--- config.mk ---
export PLATFORM = sky130hd
export DESIGN_NAME = periodic_timer_bank_core
export DESIGN_NICKNAME = d
export VERILOG_FILES = /design/src/rtl/ptb_pkg.sv /design/src/rtl/ptb_chan.sv /design/src/rtl/periodic_timer_bank_core.sv
export SDC_FILE = /design/constraint.sdc
export NUM_CORES = 1
export LEC_CHECK = 0
export BUFFER_PORTS_ARGS = -buffer_cell sky130_fd_sc_hd__buf_4
export CORE_AREA = 2 2 277 169
export CTS_BUF_LIST = sky130_fd_sc_hd__clkbuf_16
export DETAILED_ROUTE_END_ITERATION = 7
export DIE_AREA = 0 0 279 171
export HOLD_SLACK_MARGIN = 0.03
export SLEW_MARGIN = 20
export SYNTH_ARGS = -nofsm -noshare
export SYNTH_HDL_FRONTEND = slang
export SYNTH_SLANG_ARGS = --single-unit
--- constraint.sdc ---
create_clock -name clk -period 6.3 [get_ports clk]
set_input_delay 0.63 -clock clk [delete_from_list [all_inputs] [get_ports clk]]
set_output_delay 0.63 -clock clk [all_outputs]
set_load 0.05 [all_outputs]
--- src/rtl/ptb_pkg.sv ---
// Shared package for the periodic timer bank: channel count, operation codes,
// field widths and the command and status structs between top and channels.
// No dependencies.
package ptb_pkg;

	// Bank size and derived widths
	localparam int CHANNELS = 3;
	localparam int CIDX_W   = (CHANNELS > 1) ? $clog2(CHANNELS) : 1;

	// Field widths
	localparam int OP_W     = 4;
	localparam int CH_W     = 2;
	localparam int TICK_W   = 16;
	localparam int TMO_W    = 32;
	localparam int MASK_W   = 3;

	// Operation codes
	localparam logic [OP_W-1:0] OP_TICK        = 4'd0;
	localparam logic [OP_W-1:0] OP_ALLOC       = 4'd1;
	localparam logic [OP_W-1:0] OP_FREE        = 4'd2;
	localparam logic [OP_W-1:0] OP_START       = 4'd3;
	localparam logic [OP_W-1:0] OP_STOP        = 4'd4;
	localparam logic [OP_W-1:0] OP_TOGGLE      = 4'd5;
	localparam logic [OP_W-1:0] OP_RESTART     = 4'd6;
	localparam logic [OP_W-1:0] OP_RESET       = 4'd7;
	localparam logic [OP_W-1:0] OP_SET_TIMEOUT = 4'd8;
	localparam logic [OP_W-1:0] OP_QUERY       = 4'd9;

	// Per-channel command, at most one bit set, zero when nothing advances
	typedef struct packed {
		logic tick;
		logic alloc;
		logic free;
		logic start;
		logic stop;
		logic toggle;
		logic restart;
		logic clear;
		logic set_tmo;
	} chan_cmd_t;

	// Per-channel status: current allocation plus state after the command, and the expiry flag
	typedef struct packed {
		logic             alloc;
		logic             alloc_nxt;
		logic             run_nxt;
		logic [TMO_W-1:0] period_nxt;
		logic             expired;
	} chan_stat_t;

endpackage

--- src/rtl/ptb_chan.sv ---
// One timer channel of the periodic timer bank: allocation, run state,
// saturating elapsed counter and period. Depends on ptb_pkg.
module ptb_chan (
	input  logic                       clk,
	input  logic                       arst_n,
	input  ptb_pkg::chan_cmd_t         cmd,
	input  logic [ptb_pkg::TICK_W-1:0] tick_count,
	input  logic [ptb_pkg::TMO_W-1:0]  timeout_value,
	output ptb_pkg::chan_stat_t        stat
);

	logic                      alloc_q;
	logic                      run_q;
	logic [ptb_pkg::TMO_W-1:0] elapsed_q;
	logic [ptb_pkg::TMO_W-1:0] period_q;

	logic                      alloc_d;
	logic                      run_d;
	logic [ptb_pkg::TMO_W-1:0] elapsed_d;
	logic [ptb_pkg::TMO_W-1:0] period_d;
	logic [ptb_pkg::TMO_W:0]   sum;
	logic [ptb_pkg::TMO_W-1:0] sum_sat;
	logic                      expired;

	// Tick arithmetic: add with saturation, then compare against period
	always_comb begin
		sum     = {1'b0, elapsed_q} + (ptb_pkg::TMO_W + 1)'(tick_count);
		sum_sat = sum[ptb_pkg::TMO_W] ? '1 : sum[ptb_pkg::TMO_W-1:0];
		expired = cmd.tick && alloc_q && run_q && (sum_sat >= period_q);
	end

	// Next state; the top qualifies commands so only one is set
	always_comb begin
		alloc_d   = alloc_q;
		run_d     = run_q;
		elapsed_d = elapsed_q;
		period_d  = period_q;
		if (cmd.tick && alloc_q && run_q) begin
			elapsed_d = expired ? '0 : sum_sat;
		end
		if (cmd.alloc) begin
			alloc_d   = 1'b1;
			run_d     = 1'b0;
			elapsed_d = '0;
			period_d  = timeout_value;
		end
		if (cmd.free) begin
			alloc_d   = 1'b0;
			run_d     = 1'b0;
			elapsed_d = '0;
		end
		if (cmd.start) begin
			run_d = 1'b1;
		end
		if (cmd.stop) begin
			run_d = 1'b0;
		end
		if (cmd.toggle) begin
			run_d = !run_q;
		end
		if (cmd.restart) begin
			elapsed_d = '0;
			run_d     = 1'b1;
		end
		if (cmd.clear) begin
			elapsed_d = '0;
			run_d     = 1'b0;
		end
		if (cmd.set_tmo) begin
			period_d  = timeout_value;
			elapsed_d = '0;
		end
	end

	// State registers
	always_ff @(posedge clk or negedge arst_n) begin
		if (!arst_n) begin
			alloc_q   <= 1'b0;
			run_q     <= 1'b0;
			elapsed_q <= '0;
			period_q  <= '0;
		end else begin
			alloc_q   <= alloc_d;
			run_q     <= run_d;
			elapsed_q <= elapsed_d;
			period_q  <= period_d;
		end
	end

	// Status to the top
	always_comb begin
		stat.alloc      = alloc_q;
		stat.alloc_nxt  = alloc_d;
		stat.run_nxt    = run_d;
		stat.period_nxt = period_d;
		stat.expired    = expired;
	end

endmodule

--- src/rtl/periodic_timer_bank_core.sv ---
// Top level of the periodic timer bank: input register, operation decode,
// lowest-free allocation, channel array and result register.
// Depends on ptb_pkg and ptb_chan.
//
// Usage:
//   Input channel (in_valid / in_stall) carries one operation per beat:
//   operation, channel, tick_count, timeout_value. Output channel
//   (out_valid / out_stall) returns exactly one result beat per input beat:
//   expired_mask, granted_channel, rejected, channel_enabled,
//   channel_timeout.
//   Flow: an accepted beat is held in the input register, executed against the
//   channel state once the result slot is free or being drained, and its
//   result is written to the result register that drives the outputs.
//   Throughput: one operation per cycle while out_stall holds no result. All channels update in parallel in
//   the execute cycle with one saturating add and one compare each, and the
//   state written at that edge is what the next operation sees.
//   Reset: arst_n clears every channel (not allocated, stopped, count and
//   period zero) and empties both registers.
//   Stall: while out_stall holds a result, the registered operation waits
//   and in_stall rises; once that slot is full nothing more is accepted.
module periodic_timer_bank_core (
	input  logic                         clk,
	input  logic                         arst_n,
	input  logic                         in_valid,
	output logic                         in_stall,
	input  logic [ptb_pkg::OP_W-1:0]     operation,
	input  logic [ptb_pkg::CH_W-1:0]     channel,
	input  logic [ptb_pkg::TICK_W-1:0]   tick_count,
	input  logic [ptb_pkg::TMO_W-1:0]    timeout_value,
	output logic                         out_valid,
	input  logic                         out_stall,
	output logic [ptb_pkg::MASK_W-1:0]   expired_mask,
	output logic [ptb_pkg::CH_W-1:0]     granted_channel,
	output logic                         rejected,
	output logic                         channel_enabled,
	output logic [ptb_pkg::TMO_W-1:0]    channel_timeout
);

	localparam int PAD_W = ptb_pkg::CHANNELS + ptb_pkg::MASK_W;

	// Input register
	logic                       valid_s1;
	logic [ptb_pkg::OP_W-1:0]   op_s1;
	logic [ptb_pkg::CH_W-1:0]   ch_s1;
	logic [ptb_pkg::TICK_W-1:0] tick_s1;
	logic [ptb_pkg::TMO_W-1:0]  tmo_s1;

	// Result register
	logic                       out_valid_q;
	logic [ptb_pkg::MASK_W-1:0] mask_q;
	logic [ptb_pkg::CH_W-1:0]   granted_q;
	logic                       rej_q;
	logic                       en_q;
	logic [ptb_pkg::TMO_W-1:0]  per_q;

	logic                       advance;
	logic                       in_take;

	ptb_pkg::chan_cmd_t         cmd   [ptb_pkg::CHANNELS];
	ptb_pkg::chan_stat_t        stat  [ptb_pkg::CHANNELS];

	logic [ptb_pkg::CHANNELS-1:0] sel_vec;
	logic [ptb_pkg::CHANNELS-1:0] live_vec;
	logic [ptb_pkg::CHANNELS-1:0] free_vec;
	logic [ptb_pkg::CHANNELS-1:0] grant_vec;
	logic [ptb_pkg::CHANNELS-1:0] report_vec;
	logic [ptb_pkg::CHANNELS-1:0] expired_vec;
	logic [PAD_W-1:0]             expired_pad;
	logic [ptb_pkg::CIDX_W-1:0]   grant_idx;
	logic                         tmo_nz;
	logic                         alloc_ok;
	logic                         live_any;
	logic                         is_addr_op;

	logic [ptb_pkg::MASK_W-1:0]   mask_d;
	logic [ptb_pkg::CH_W-1:0]     granted_d;
	logic                         rej_d;
	logic                         en_d;
	logic [ptb_pkg::TMO_W-1:0]    per_d;

	// Handshake: execute when the result slot is free or being drained
	assign advance  = valid_s1 && (!out_valid_q || !out_stall);
	assign in_stall = valid_s1 && !advance;
	assign in_take  = in_valid && !in_stall;

	always_ff @(posedge clk or negedge arst_n) begin
		if (!arst_n) begin
			valid_s1 <= 1'b0;
		end else if (in_take) begin
			valid_s1 <= 1'b1;
		end else if (advance) begin
			valid_s1 <= 1'b0;
		end
	end

	always_ff @(posedge clk) begin
		if (in_take) begin
			op_s1   <= operation;
			ch_s1   <= channel;
			tick_s1 <= tick_count;
			tmo_s1  <= timeout_value;
		end
	end

	// Channel select, liveness and lowest free channel
	always_comb begin
		for (int i = 0; i < ptb_pkg::CHANNELS; i++) begin
			sel_vec[i]     = (32'(ch_s1) == i);
			live_vec[i]    = sel_vec[i] && stat[i].alloc;
			free_vec[i]    = !stat[i].alloc;
			expired_vec[i] = stat[i].expired;
		end
		grant_vec = free_vec & (~free_vec + ptb_pkg::CHANNELS'(1));
		grant_idx = '0;
		for (int i = 0; i < ptb_pkg::CHANNELS; i++) begin
			if (grant_vec[i]) begin
				grant_idx = grant_idx | ptb_pkg::CIDX_W'(i);
			end
		end
		tmo_nz   = (tmo_s1 != '0);
		alloc_ok = tmo_nz && (|free_vec);
		live_any = |live_vec;
	end

	// Operation decode into per-channel commands
	always_comb begin
		is_addr_op = 1'b0;
		for (int i = 0; i < ptb_pkg::CHANNELS; i++) begin
			cmd[i] = '0;
		end
		unique case (op_s1)
			ptb_pkg::OP_TICK: begin
				for (int i = 0; i < ptb_pkg::CHANNELS; i++) cmd[i].tick = advance;
			end
			ptb_pkg::OP_ALLOC: begin
				for (int i = 0; i < ptb_pkg::CHANNELS; i++) begin
					cmd[i].alloc = advance && alloc_ok && grant_vec[i];
				end
			end
			ptb_pkg::OP_FREE: begin
				is_addr_op = 1'b1;
				for (int i = 0; i < ptb_pkg::CHANNELS; i++) begin
					cmd[i].free = advance && live_vec[i];
				end
			end
			ptb_pkg::OP_START: begin
				is_addr_op = 1'b1;
				for (int i = 0; i < ptb_pkg::CHANNELS; i++) begin
					cmd[i].start = advance && live_vec[i];
				end
			end
			ptb_pkg::OP_STOP: begin
				is_addr_op = 1'b1;
				for (int i = 0; i < ptb_pkg::CHANNELS; i++) begin
					cmd[i].stop = advance && live_vec[i];
				end
			end
			ptb_pkg::OP_TOGGLE: begin
				is_addr_op = 1'b1;
				for (int i = 0; i < ptb_pkg::CHANNELS; i++) begin
					cmd[i].toggle = advance && live_vec[i];
				end
			end
			ptb_pkg::OP_RESTART: begin
				is_addr_op = 1'b1;
				for (int i = 0; i < ptb_pkg::CHANNELS; i++) begin
					cmd[i].restart = advance && live_vec[i];
				end
			end
			ptb_pkg::OP_RESET: begin
				is_addr_op = 1'b1;
				for (int i = 0; i < ptb_pkg::CHANNELS; i++) begin
					cmd[i].clear = advance && live_vec[i];
				end
			end
			ptb_pkg::OP_SET_TIMEOUT: begin
				is_addr_op = 1'b1;
				for (int i = 0; i < ptb_pkg::CHANNELS; i++) begin
					cmd[i].set_tmo = advance && live_vec[i] && tmo_nz;
				end
			end
			ptb_pkg::OP_QUERY: begin
				is_addr_op = 1'b1;
			end
			default: begin
				is_addr_op = 1'b0;
			end
		endcase
	end

	// Channel array
	for (genvar g = 0; g < ptb_pkg::CHANNELS; g++) begin : g_chan
		ptb_chan u_chan (
			.clk           (clk),
			.arst_n        (arst_n),
			.cmd           (cmd[g]),
			.tick_count    (tick_s1),
			.timeout_value (tmo_s1),
			.stat          (stat[g])
		);
	end

	// Result fields
	always_comb begin
		expired_pad = PAD_W'(expired_vec);
		mask_d      = (op_s1 == ptb_pkg::OP_TICK) ? expired_pad[ptb_pkg::MASK_W-1:0] : '0;
		granted_d   = '0;
		rej_d       = 1'b0;
		report_vec  = '0;
		if (op_s1 == ptb_pkg::OP_ALLOC) begin
			rej_d = !alloc_ok;
			if (alloc_ok) begin
				granted_d  = ptb_pkg::CH_W'(grant_idx);
				report_vec = grant_vec;
			end
		end else if (is_addr_op) begin
			report_vec = live_vec;
			if (op_s1 == ptb_pkg::OP_SET_TIMEOUT) begin
				rej_d = !live_any || !tmo_nz;
			end
		end
		en_d  = 1'b0;
		per_d = '0;
		for (int i = 0; i < ptb_pkg::CHANNELS; i++) begin
			if (report_vec[i] && stat[i].alloc_nxt) begin
				en_d  = en_d | stat[i].run_nxt;
				per_d = per_d | stat[i].period_nxt;
			end
		end
	end

	// Result register
	always_ff @(posedge clk or negedge arst_n) begin
		if (!arst_n) begin
			out_valid_q <= 1'b0;
		end else if (advance) begin
			out_valid_q <= 1'b1;
		end else if (!out_stall) begin
			out_valid_q <= 1'b0;
		end
	end

	always_ff @(posedge clk) begin
		if (advance) begin
			mask_q    <= mask_d;
			granted_q <= granted_d;
			rej_q     <= rej_d;
			en_q      <= en_d;
			per_q     <= per_d;
		end
	end

	assign out_valid       = out_valid_q;
	assign expired_mask    = mask_q;
	assign granted_channel = granted_q;
	assign rejected        = rej_q;
	assign channel_enabled = en_q;
	assign channel_timeout = per_q;

	// Checks
	a_grant_onehot: assert property (@(posedge clk) disable iff (!arst_n)
		$onehot0(grant_vec))
		else $error("grant vector not one-hot");

	a_advance_fills: assert property (@(posedge clk) disable iff (!arst_n)
		advance |=> out_valid_q)
		else $error("executed operation produced no result");

	a_stall_needs_item: assert property (@(posedge clk) disable iff (!arst_n)
		in_stall |-> (valid_s1 && out_valid_q && out_stall))
		else $error("input stalled without a blocked result");

	a_mask_excl: assert property (@(posedge clk) disable iff (!arst_n)
		out_valid_q |-> !(rej_q && (mask_q != '0)))
		else $error("result both rejected and expired");

endmodule

==> impl_metrics.tcl, run 1 <==
set metrics [dict create \
    finalCritPeriodShare_pct 92.5 \
    max_stage_delay_ns 0.51 \
    setup_viol 0 \
    finalCriticalPeriod_ns 5.83 \
    syn_nets 1989 \
    syn_avg_cell_area_sq_um 10.0 \
    crit_fanout 25 \
    wire_per_inst_um 21.4 \
    totalWireLength_mm 53.5 \
    cts_tree "done" \
    hpwlAfterDp_mm 39.7 \
    antenna_found_initial 2 \
    synth_edf_count 93 \
    cts_buffers 31 \
    status "finished clean" \
    cts.sinks 293 \
    grt_remaining_overflow 0 \
    routabilityCongestion 0.927 \
    grt_pass1_wl_mm 81.9 \
    finalInstanceArea_sq_um 20300 \
    start_util_pct 39.3 \
    synthArstFlopShare_pct 68.3 \
    rows 61 \
    nets 2078 \
    synth_seq_cells 293 \
    synth_warnings 0 \
    slew_headroom_pct 27.4 \
    firstDrtPassIters 6 \
    max_freq_mhz 172 \
    criticalPathCategory "reg2reg" \
    skew_ns 0.0274 \
    grt_pass1_vias 13400 \
    power.density_nw_per_um2 301 \
    tightest_slew_ns 1.08 \
    place_inst 2438 \
    syn-cell-area_sq_um 17900 \
    core-area_sq_um 45600 \
    report.final.slew_viol_count 0 \
    grt_max_degree 134 \
    die-area_sq_um 47700 \
    io_buffers 98 \
    drt-vias-per-instance 5.71 \
    crit_buf_inv 0 \
    holdWs_ns 0.0234 \
    tns_ns 0 \
    rsz0062_at_grt "false" \
    drive_gt1_share_pct 13.9 \
    max-cap-violations 0 \
    final_cell_mix "dfrtp_1 (200), inv_1 (169), nand2_1 (155), ha_1 (144), buf_4 (113)" \
    drc 0 \
    htreeDepth 1 \
    area_growth_syn_to_layout_pct 13.7 \
    syn_inst 1784 \
    crit_chain "ha_1 > fa_1 > a211oi_1 > o31ai_1 > a221o_1 > a31oi_4 > or2b_2 > nor2_1 > or3b_1 > ha_1 > nand2_1 > or3_1 > nor2_1 > nand2_1 > o31ai_1 > or2_2 > o21ai_0 > a22o_1" \
    clk_latency_ns 0.61 \
    final_common_cell "dfrtp_1" \
    max-vdd-ir-drop_v 0.000234 \
    hold_viol 0 \
    ys_seq_area_share_pct 43.6 \
    die_x_um 279 \
    cts_buffer_depth 3 \
    endpoint_kind "flip-flop" \
    die_h_um 171 \
    ant_nets 0 \
    synth_top_flop_cell "dfrtp_1" \
    ctsHoldBuffers 0 \
    yosysUniqueCellTypes 82 \
    cp-start-kind "flip-flop" \
    num_vias 14300 \
    hold_path_class "in2async" \
    worstPathArrival_ns 6.31 \
    cts_root_buf "clkbuf_16" \
    first_iter_violations 1527 \
    slowest_stage "or2_2" \
    io_pins 99 \
    cts_setup_buffers 0 \
    leakagePower_nw 9.49 \
    critical_path_required_ns 6.78 \
    stdcell_count 2498 \
    path_clk_slew_ns 0.07 \
    place_area_sq_um 19300 \
    grt_usage_pct 22.3 \
    cpLargestDelayFamily "compound AO/OA/AOI/OAI gates" \
]
sequential cells by signal, indices dropped and copies added (netlist names):
| signal | cells |
|---|---|
| channel_timeout | 32 |
| g_chan.u_chan.period_q | 96 |
| tmo_s1 | 32 |
| out_valid | 1 |
| g_chan.u_chan.run_q | 3 |
| channel_enabled | 1 |
| g_chan.u_chan.alloc_q | 3 |
| op_s1 | 4 |
| rejected | 1 |
| valid_s1 | 1 |
| granted_channel | 2 |
| tick_s1 | 16 |
| g_chan.u_chan.elapsed_q | 96 |
| expired_mask | 3 |
| ch_s1 | 2 |
kinds of logic (layout without fill, tap and decap cells):
family,after synthesis,after routing,synth area share (%)
flip-flops,293,293,43.6
AND/OR/NAND/NOR,480,480,13.4
buffers and inverters,222,336,5.20
adder cells (fa/ha/maj),147,147,10.4
XOR/XNOR,70,70,3.43
AO/OA/AOI/OAI,474,474,18.0
multiplexers,98,98,5.95
other,0,2,0
cells in the mapped netlist (10+ instances only):
cell type | count | area [sq um]
buf_2 | 20 | 100
dfrtp_1 | 200 | 5000
mux2i_1 | 32 | 320
a31oi_1 | 10 | 62.6
and3_1 | 18 | 113
mux2_2 | 66 | 743
o31ai_1 | 10 | 75.1
nand2_1 | 156 | 586
nand4_1 | 25 | 156
a21oi_1 | 103 | 515
a22o_1 | 58 | 508
nor4_1 | 13 | 81.3
a211oi_1 | 17 | 128
and2_1 | 12 | 75.1
nand2b_1 | 80 | 500
a21o_1 | 41 | 308
xor2_1 | 27 | 236
nand3_1 | 33 | 165
o21a_1 | 17 | 128
o211ai_1 | 38 | 285
o2bb2ai_1 | 12 | 105
xnor2_1 | 43 | 377
o21ai_0 | 106 | 531
edfxtp_1 | 93 | 2790
inv_1 | 162 | 608
clkbuf_1 | 28 | 105
nor2_1 | 81 | 304
ha_1 | 144 | 1800
nor3_1 | 17 | 85.1
final cells by class:
cell class / count / area, sq um
Timing Repair Buffer: 116 / 902
Fill cell: 4270 / 25200
Multi-Input combinational cell: 1269 / 9220
Antenna cell: 2 / 5.00
Tap cell: 598 / 748
Sequential cell: 293 / 7800
Clock inverter: 27 / 283
Inverter: 162 / 608
Clock buffer: 31 / 776
per-stage QoR:
step	setup slack (ns)	utilization [%]	power (mW)
after detailed placement	0.360	42.3	4.17
after CTS	0.318	44.6	6.12
final	0.470	44.6	6.11
after global routing	0.137	44.6	6.44
after floorplan	1.42	-	3.61
after global placement	0.533	42.3	4.12
power breakdown:
part	internal [mW]	total, mW	leakage (nW)	switching (mW)
logic	0.681	1.69	5.35	1.01
registers	2.25	2.48	3.58	0.227
clock network	1.11	1.95	0.554	0.837
worst register-to-register path, delay by kind of cell (launching register included):
family	cells	cell delay, ns
AND/OR/NAND/NOR	8	2.05
flip-flops	1	0.44
adder cells (fa/ha/maj)	3	1.02
AO/OA/AOI/OAI	7	2.20
layer usage:
layer / GRT usage (%) / share of wire [%]
met5: 0 / 0
met4: 3.39 / 1.5
met3: 3.13 / 7.1
met2: 30.3 / 39
met1: 37.0 / 52
what timing repair did:
item	CTS	global route
endpoints found under the hold margin	0	0
setup endpoints to repair	0	13
resized for setup	0	1
final timing paths:
check / cells past startpoint / end / slack, ns / startpoint
worst max-delay path: 18 / g_chan[2].u_chan.elapsed_q[31] / 0.47 / tick_s1[0]
worst min-delay path: 1 / g_chan[2].u_chan.elapsed_q[27] / 0.02 / arst_n
worst max register to register: 18 / g_chan[2].u_chan.elapsed_q[31] / 0.47 / tick_s1[0]
worst min register to register: 1 / out_valid / 0.47 / valid_s1
max in group asynchronous: 2 / g_chan[0].u_chan.elapsed_q[28] / 5.05 / arst_n
min in group clk: 1 / tick_s1[9] / 0.19 / tick_count[9]
Power figures use the tool's default switching activity.
==> run 2: changes to the inputs <==
--- a/config.mk
+++ b/config.mk
@@ -6,11 +6,14 @@
 export NUM_CORES = 1
 export LEC_CHECK = 0
 export BUFFER_PORTS_ARGS = -buffer_cell sky130_fd_sc_hd__buf_4
+export CELL_PAD_IN_SITES_DETAIL_PLACEMENT = 2
+export CELL_PAD_IN_SITES_GLOBAL_PLACEMENT = 2
 export CORE_AREA = 2 2 277 169
 export CTS_BUF_LIST = sky130_fd_sc_hd__clkbuf_16
 export DETAILED_ROUTE_END_ITERATION = 7
 export DIE_AREA = 0 0 279 171
 export HOLD_SLACK_MARGIN = 0.03
+export PLACE_DENSITY_LB_ADDON = 0.1
 export SLEW_MARGIN = 20
 export SYNTH_ARGS = -nofsm -noshare
 export SYNTH_HDL_FRONTEND = slang
==> run 2 against run 1 <==
Effect of this change:
- clock power grew 3%
- final cell count grew 0.76%
- global-route usage grew 5.1 points
- utilization grew 0.41 points
- largest cell class unchanged
- non-clock buffer count grew 18
- register-to-register slack lost 0.13 ns
- critical endpoint is now g_chan[2].u_chan.elapsed_q[22]
- sequential power is essentially flat
==> impl_metrics.tcl, run 2 (synthesis gave the netlist of run 1 again) <==
set metrics [dict create \
    finalCritPeriodShare_pct 94.6 \
    io_pins 99 \
    drive_gt1_share_pct 15.0 \
    p_seq_share_pct 39.0 \
    path_clk_slew_ns 0.06 \
    die_h_um 171 \
    final_cell_mix "dfrtp_1 (200), inv_1 (169), nand2_1 (155), ha_1 (144), buf_4 (130)" \
    pwr-share-clk_pct 31.8 \
    max_freq_mhz 168 \
    status "finished clean" \
    die_x_um 279 \
    hold_path_class "in2async" \
    area_growth_syn_to_layout_pct 14.8 \
    ctsHoldBuffers 0 \
    cts.sinks 293 \
    first_iter_violations 898 \
    hold_viol 0 \
    cts_tree "done" \
    power.density_nw_per_um2 308 \
    ff2ff_path_depth 20 \
    skew_ns 0.0285 \
    grt_remaining_overflow 0 \
    critical_path_required_ns 6.77 \
    io_buffers 98 \
    worstSetupStartpoint "tick_s1[0]" \
    cpLargestDelayFamily "compound AO/OA/AOI/OAI gates" \
    setup_viol 0 \
    p_sw_share_pct 35.2 \
    leakagePower_nw 9.57 \
    routabilityCongestion 0.880 \
    nets 2099 \
    grt_max_degree 99 \
    slowest_stage "fa_1" \
    firstDrtPassIters 5 \
    p_sw_mw 2.23 \
    grt_pass1_vias 15900 \
    num_vias 14500 \
    crit_chain "ha_1 > fa_1 > a211oi_2 > o31ai_1 > a221o_1 > a31oi_4 > nor2b_2 > nand2b_1 > buf_4 > nand2_1 > ha_1 > nand2_1 > nand3_1 > nor4b_1 > o31a_1 > o31ai_2 > or2_1 > buf_4 > a2111oi_1 > a21o_1" \
    worstPathArrival_ns 6.43 \
    antenna_found_initial 1 \
    cts_root_buf "clkbuf_16" \
    nFillCells 4803 \
    die-area_sq_um 47700 \
    crit_fanout 15 \
    cts_buffer_depth 3 \
    rows 61 \
    clk_latency_ns 0.54 \
    htreeDepth 2 \
    tightest_slew_ns 1.12 \
    endpoint_kind "flip-flop" \
    final_common_cell "dfrtp_1" \
    drt-vias-per-instance 5.74 \
    totalWireLength_mm 64.5 \
    finalCriticalPeriod_ns 5.96 \
    ant_nets 0 \
    max_stage_delay_ns 0.48 \
    max-cap-violations 0 \
    grt_pass1_wl_mm 99.6 \
    criticalPathCategory "reg2reg" \
    r2r-end "g_chan[2].u_chan.elapsed_q[22]" \
    cts_buffers 34 \
    max-vdd-ir-drop_v 0.000172 \
    intPower_mw 4.10 \
    wire_per_inst_um 25.6 \
    hpwlAfterDp_mm 48.4 \
    slew_headroom_pct 25.5 \
    tns_ns 0 \
    r2r_start "tick_s1[0]" \
    crit_buf_inv 2 \
    cp-start-kind "flip-flop" \
    reg.largest.list "g_chan.u_chan.elapsed_q x96, g_chan.u_chan.period_q x96" \
    antennaDiodeCount 0 \
    start_util_pct 39.3 \
    report.final.slew_viol_count 0 \
    ff2ff_setup_slack_ns 0.34 \
    pwr-share-comb_pct 29.1 \
    holdWs_ns 0.0695 \
    core-area_sq_um 45600 \
    grt_usage_pct 27.4 \
    drc 0 \
]
## run 2: changes by cell type in the layout (fill, tap and decap cells not counted), moves of 2 or more
cell,before,now
clkinvlp_4,0,4
clkinv_4,3,1
a21oi_2,1,3
a21oi_4,2,0
a2111oi_0,6,4
buf_4,113,130
clkbuf_16,31,35
diode_2,2,0
bufinv_16,5,3
## run 2: worst max path at each step
stage,end,slack [ns],depth (start not counted)
floorplan,g_chan[2].u_chan.elapsed_q[22],1.42,21
global placement,g_chan[2].u_chan.elapsed_q[22],0.36,19
detailed placement,g_chan[2].u_chan.elapsed_q[22],0.08,19
CTS,g_chan[2].u_chan.elapsed_q[22],0.003,19
global route,g_chan[2].u_chan.elapsed_q[22],-0.03,20
finish,g_chan[2].u_chan.elapsed_q[22],0.34,20
## run 2: routing by layer
layer / global-route usage [%] / vias to the layer above / part of all wire, %
met5: 0 / - / 0
met4: 5.68 / 0 / 2.0
met3: 3.58 / 68 / 3.8
met2: 44.8 / 254 / 46
met1: 39.1 / 7485 / 48
li1: - / 6653 / -
## run 2: what timing repair did
| action | in CTS | in global routing |
|---|---|---|
| buffers inserted | 0 | 2 |
| gates resized for setup | 0 | 6 |
| endpoints found under the setup margin | 0 | 32 |
## run 2: worst register-to-register path: stages (launching register included)
cell and delay (ns):
edfxtp_1 0.46, ha_1 0.30, fa_1 0.48, a211oi_2 0.39
o31ai_1 0.16, a221o_1 0.48, a31oi_4 0.39, nor2b_2 0.15
nand2b_1 0.29, buf_4 0.31, nand2_1 0.14, ha_1 0.36
nand2_1 0.10, nand3_1 0.16, nor4b_1 0.36, o31a_1 0.33
o31ai_2 0.14, or2_1 0.27, buf_4 0.19, a2111oi_1 0.32
a21o_1 0.13
## run 2: layout make-up
| class | count | area [sq um] | area share [%] |
|---|---|---|---|
| inverter | 162 | 608 | 2.96 |
| sequential | 293 | 7800 | 38.0 |
| clock inverter | 26 | 209 | 1.02 |
| timing repair buffer | 134 | 1060 | 5.15 |
| multi-input combinational | 1269 | 9230 | 45.0 |
| clock buffer | 35 | 876 | 4.27 |
| tap | 598 | 748 | 3.65 |
## run 2: per-stage QoR
step | total power [mW] | cells | area [sq um] | setup slack (ns) | utilization, %
3_3_place_gp | 4.20 | 2453 | 19400 | 0.362 | 42.5
3_5_place_dp | 4.31 | 2453 | 19400 | 0.0815 | 42.5
6_report | 6.33 | 2517 | 20500 | 0.338 | 45.0
2_1_floorplan | 3.61 | 1784 | 17900 | 1.42 | -
5_1_grt | 6.67 | 2517 | 20500 | -0.0256 | 45.0
4_1_cts | 6.36 | 2514 | 20500 | 0.00283 | 44.9
## run 2: power groups by stage
stage          Sequential (mW)  Combinational (mW)  Clock [mW]
6_report                  2.47                1.84        2.01
5_1_grt                   2.50                2.05        2.12
4_1_cts                   2.47                1.84        2.06
3_5_place_dp              2.50                1.81           0
3_3_place_gp              2.49                1.71           0
2_1_floorplan             2.49                1.12           0
==> run 3: changes to the inputs <==
--- a/config.mk
+++ b/config.mk
@@ -8,13 +8,14 @@
 export BUFFER_PORTS_ARGS = -buffer_cell sky130_fd_sc_hd__buf_4
 export CELL_PAD_IN_SITES_DETAIL_PLACEMENT = 2
 export CELL_PAD_IN_SITES_GLOBAL_PLACEMENT = 2
-export CORE_AREA = 2 2 277 169
+export CORE_AREA = 2 2 282 173
 export CTS_BUF_LIST = sky130_fd_sc_hd__clkbuf_16
 export DETAILED_ROUTE_END_ITERATION = 7
-export DIE_AREA = 0 0 279 171
+export DIE_AREA = 0 0 284 175
 export HOLD_SLACK_MARGIN = 0.03
 export PLACE_DENSITY_LB_ADDON = 0.1
 export SLEW_MARGIN = 20
 export SYNTH_ARGS = -nofsm -noshare
 export SYNTH_HDL_FRONTEND = slang
+export SYNTH_HIERARCHICAL = 1
 export SYNTH_SLANG_ARGS = --single-unit
==> run 3 against run 2 <==
Effect of this change:
- first-iteration DRC count grew 55%
- synthesized cell count rose by 5.4%
- count of clock-buffer cells in the layout decreased by 3
- total power decreased by 7.6%
- synthesized area is 4.4% higher
- critical path type unchanged
==> impl_metrics.tcl, run 3 <==
set metrics [dict create \
    status "finished clean" \
    rows 62 \
    io_pins 99 \
    cts_buffer_depth 3 \
    skew_ns 0.0206 \
    nets 2149 \
    rsz0062_at_grt "false" \
    max_freq_mhz 170 \
    max-cap-violations 0 \
    start_util_pct 39.6 \
    num_vias 15800 \
    stdcell_count 2610 \
    antenna_found_initial 8 \
    grt_remaining_overflow 0 \
    hold_path_class "in2async" \
    htreeDepth 1 \
    finalCritPeriodShare_pct 93.6 \
    ys_seq_area_share_pct 41.8 \
    hpwlAfterDp_mm 54.4 \
    final_common_cell "dfrtp_1" \
    cts_root_buf "clkbuf_16" \
    final_cell_mix "dfrtp_1 (200), nand2_1 (173), inv_1 (149), ha_1 (144), buf_4 (120)" \
    tightest_slew_ns 0.877 \
    worstPathArrival_ns 6.39 \
    first_iter_violations 1391 \
    cts_setup_buffers 0 \
    cp-start-kind "flip-flop" \
    synth_top_flop_cell "dfrtp_1" \
    power.density_nw_per_um2 279 \
    synth_top_area_cell "dfrtp_1" \
    drive_gt1_share_pct 17.0 \
    core-area_sq_um 47200 \
    multi_input_area_sq_um 9880 \
    yosysUniqueCellTypes 79 \
    drt-vias-per-instance 6.04 \
    grt_usage_pct 29.2 \
    cts.sinks 293 \
    criticalPathCategory "reg2reg" \
    cp_common_cell "a21oi_1" \
    synth_edf_count 93 \
    utilization_pct 44.4 \
    ant_nets 0 \
    leakagePower_nw 9.30 \
    syn_nets 2086 \
    nFillCells 5030 \
    synth_seq_cells 293 \
    totalWireLength_mm 73.0 \
    endpoint_kind "flip-flop" \
    ys_top_cells_by_area "dfrtp_1 (27%), edfxtp_1 (15%), ha_1 (9.7%)" \
    firstDrtPassIters 5 \
    ys_top_cells_by_count "dfrtp_1 (200), nand2_1 (173), ha_1 (144), inv_1 (142), nor2_1 (112)" \
    place_inst 2551 \
    max-vdd-ir-drop_v 0.000218 \
    finalCriticalPeriod_ns 5.89 \
    syn-cell-area_sq_um 18700 \
    drc 0 \
    total_power_mw 5.84 \
    hold_viol 0 \
    report.final.slew_viol_count 0 \
    reg.largest.list "g_chan.u_chan/elapsed_q x96, g_chan.u_chan/period_q x96" \
    synth_top_area_share_pct 26.8 \
    cts_tree "done" \
    slowest_stage "edfxtp_1" \
    crit_fanout 15 \
    die_x_um 284 \
    grt_max_degree 121 \
    crit_chain "ha_1 > o211ai_1 > a21oi_1 > a21oi_1 > o21ai_2 > nand3_1 > nor3_1 > nand3_1 > o21a_1 > ha_1 > nand4_1 > nor4_2 > nand4_1 > a21oi_1 > nor4_2 > buf_4 > a21o_1 > a22o_1" \
    io_buffers 98 \
    syn_inst 1881 \
    setup_viol 0 \
    routabilityCongestion 0.869 \
    die_h_um 175 \
    grt_pass1_vias 16800 \
    synthArstFlopShare_pct 68.3 \
    path_clk_slew_ns 0.07 \
    wire_per_inst_um 28.0 \
    grt_pass1_wl_mm 110 \
    seq_area_sq_um 7800 \
    die-area_sq_um 49700 \
    critical_path_required_ns 6.79 \
    clk_latency_ns 0.61 \
    cts_buffers 31 \
    max_stage_delay_ns 0.65 \
    synth_warnings 6 \
    synth.most_common_cell "dfrtp_1" \
    slew_headroom_pct 41.6 \
    syn_avg_cell_area_sq_um 9.92 \
    area_growth_syn_to_layout_pct 12.2 \
]
==> run 3: changes by cell type after synthesis, moves of 29 or more <==
| cell | previous run | this run |
|---|---|---|
| nand2b_1 | 80 | 10 |
| a221o_1 | 2 | 34 |
| mux2_2 | 66 | 98 |
| mux2i_1 | 32 | 0 |
| nor2_1 | 81 | 112 |
| a32oi_1 | 1 | 31 |
| o211ai_1 | 38 | 8 |
| and2_1 | 12 | 41 |
==> run 3: worst paths after layout <==
kind / startpoint / endpoint / slack (ns) / cells past startpoint
min: arst_n / g_chan[2].u_chan/elapsed_q[7] / 0.03 / 1
min reg2reg: g_chan[1].u_chan/elapsed_q[10] / g_chan[1].u_chan/elapsed_q[10] / 0.51 / 1
max reg2reg: tick_s1[6] / g_chan[2].u_chan/elapsed_q[21] / 0.41 / 18
max in group asynchronous: arst_n / g_chan[1].u_chan/elapsed_q[17] / 5.06 / 2
min in group clk: operation[2] / op_s1[2] / 0.19 / 1
max: tick_s1[6] / g_chan[2].u_chan/elapsed_q[21] / 0.41 / 18
==> run 3: cell type report <==
cell class / count / area share, %
multi-input combinational: 1354 / 47.2
sequential: 293 / 37.2
timing repair buffer: 122 / 4.47
clock buffer: 32 / 3.82
tap: 640 / 3.82
inverter: 142 / 2.54
clock inverter: 26 / 0.932
antenna: 1 / 0.0119
==> run 3: worst max-delay path: cells and delay by family, from the launching register on <==
family                     cells  cell delay [ns]
and+or+nand+nor                7             2.00
DFF                            1             0.65
adders and majority gates      2             0.88
buffers and inverters          1             0.23
AOI/OAI and AO/OA              8             2.05
==> run 3: routing by layer <==
layer	share of wire (%)	vias up	GRT usage (%)
met2	40	493	41.2
met4	2.4	4	6.91
met1	48	8172	43.3
met3	8.9	90	8.80
met5	0.18	-	1.83
li1	-	7000	-
==> run 3: metrics by stage <==
stage / setup TNS, ns / area (sq um) / hold slack [ns] / worst slack [ns]
after global placement: 0 / 19900 / 0.494 / 0.129
after global routing: 0 / 21000 / 0.0737 / 0.0641
final: 0 / 21000 / 0.0308 / 0.405
after floorplan: 0 / 18700 / 0.334 / 1.34
after CTS: 0 / 20900 / 0.0493 / 0.0104
after detailed placement: -0.346 / 19900 / 0.499 / -0.0884
==> run 3: repair_timing <==
item,CTS,global route
hold buffers,0,0
endpoints found under the setup margin,13,31
gates resized for setup,2,2
==> run 3: power by group <==
group	leakage, nW	switching (mW)	internal [mW]	total, mW
Combinational	5.18	0.997	0.528	1.53
Clock	0.514	0.863	1.01	1.87
Sequential	3.60	0.249	2.20	2.45
==> run 3: logic make-up (layout without fill, tap and decap cells) <==
| family | after synthesis | count (layout) | synth area share, % |
|---|---|---|---|
| multiplexers | 98 | 98 | 5.91 |
| AND/OR/NAND/NOR | 533 | 533 | 14.0 |
| flip-flops | 293 | 293 | 41.8 |
| XOR/XNOR | 70 | 70 | 3.28 |
| other | 0 | 1 | 0 |
| adder cells (fa/ha/maj) | 147 | 147 | 9.97 |
| AO/OA/AOI/OAI | 506 | 506 | 19.3 |
| buffers and inverters | 234 | 322 | 5.78 |
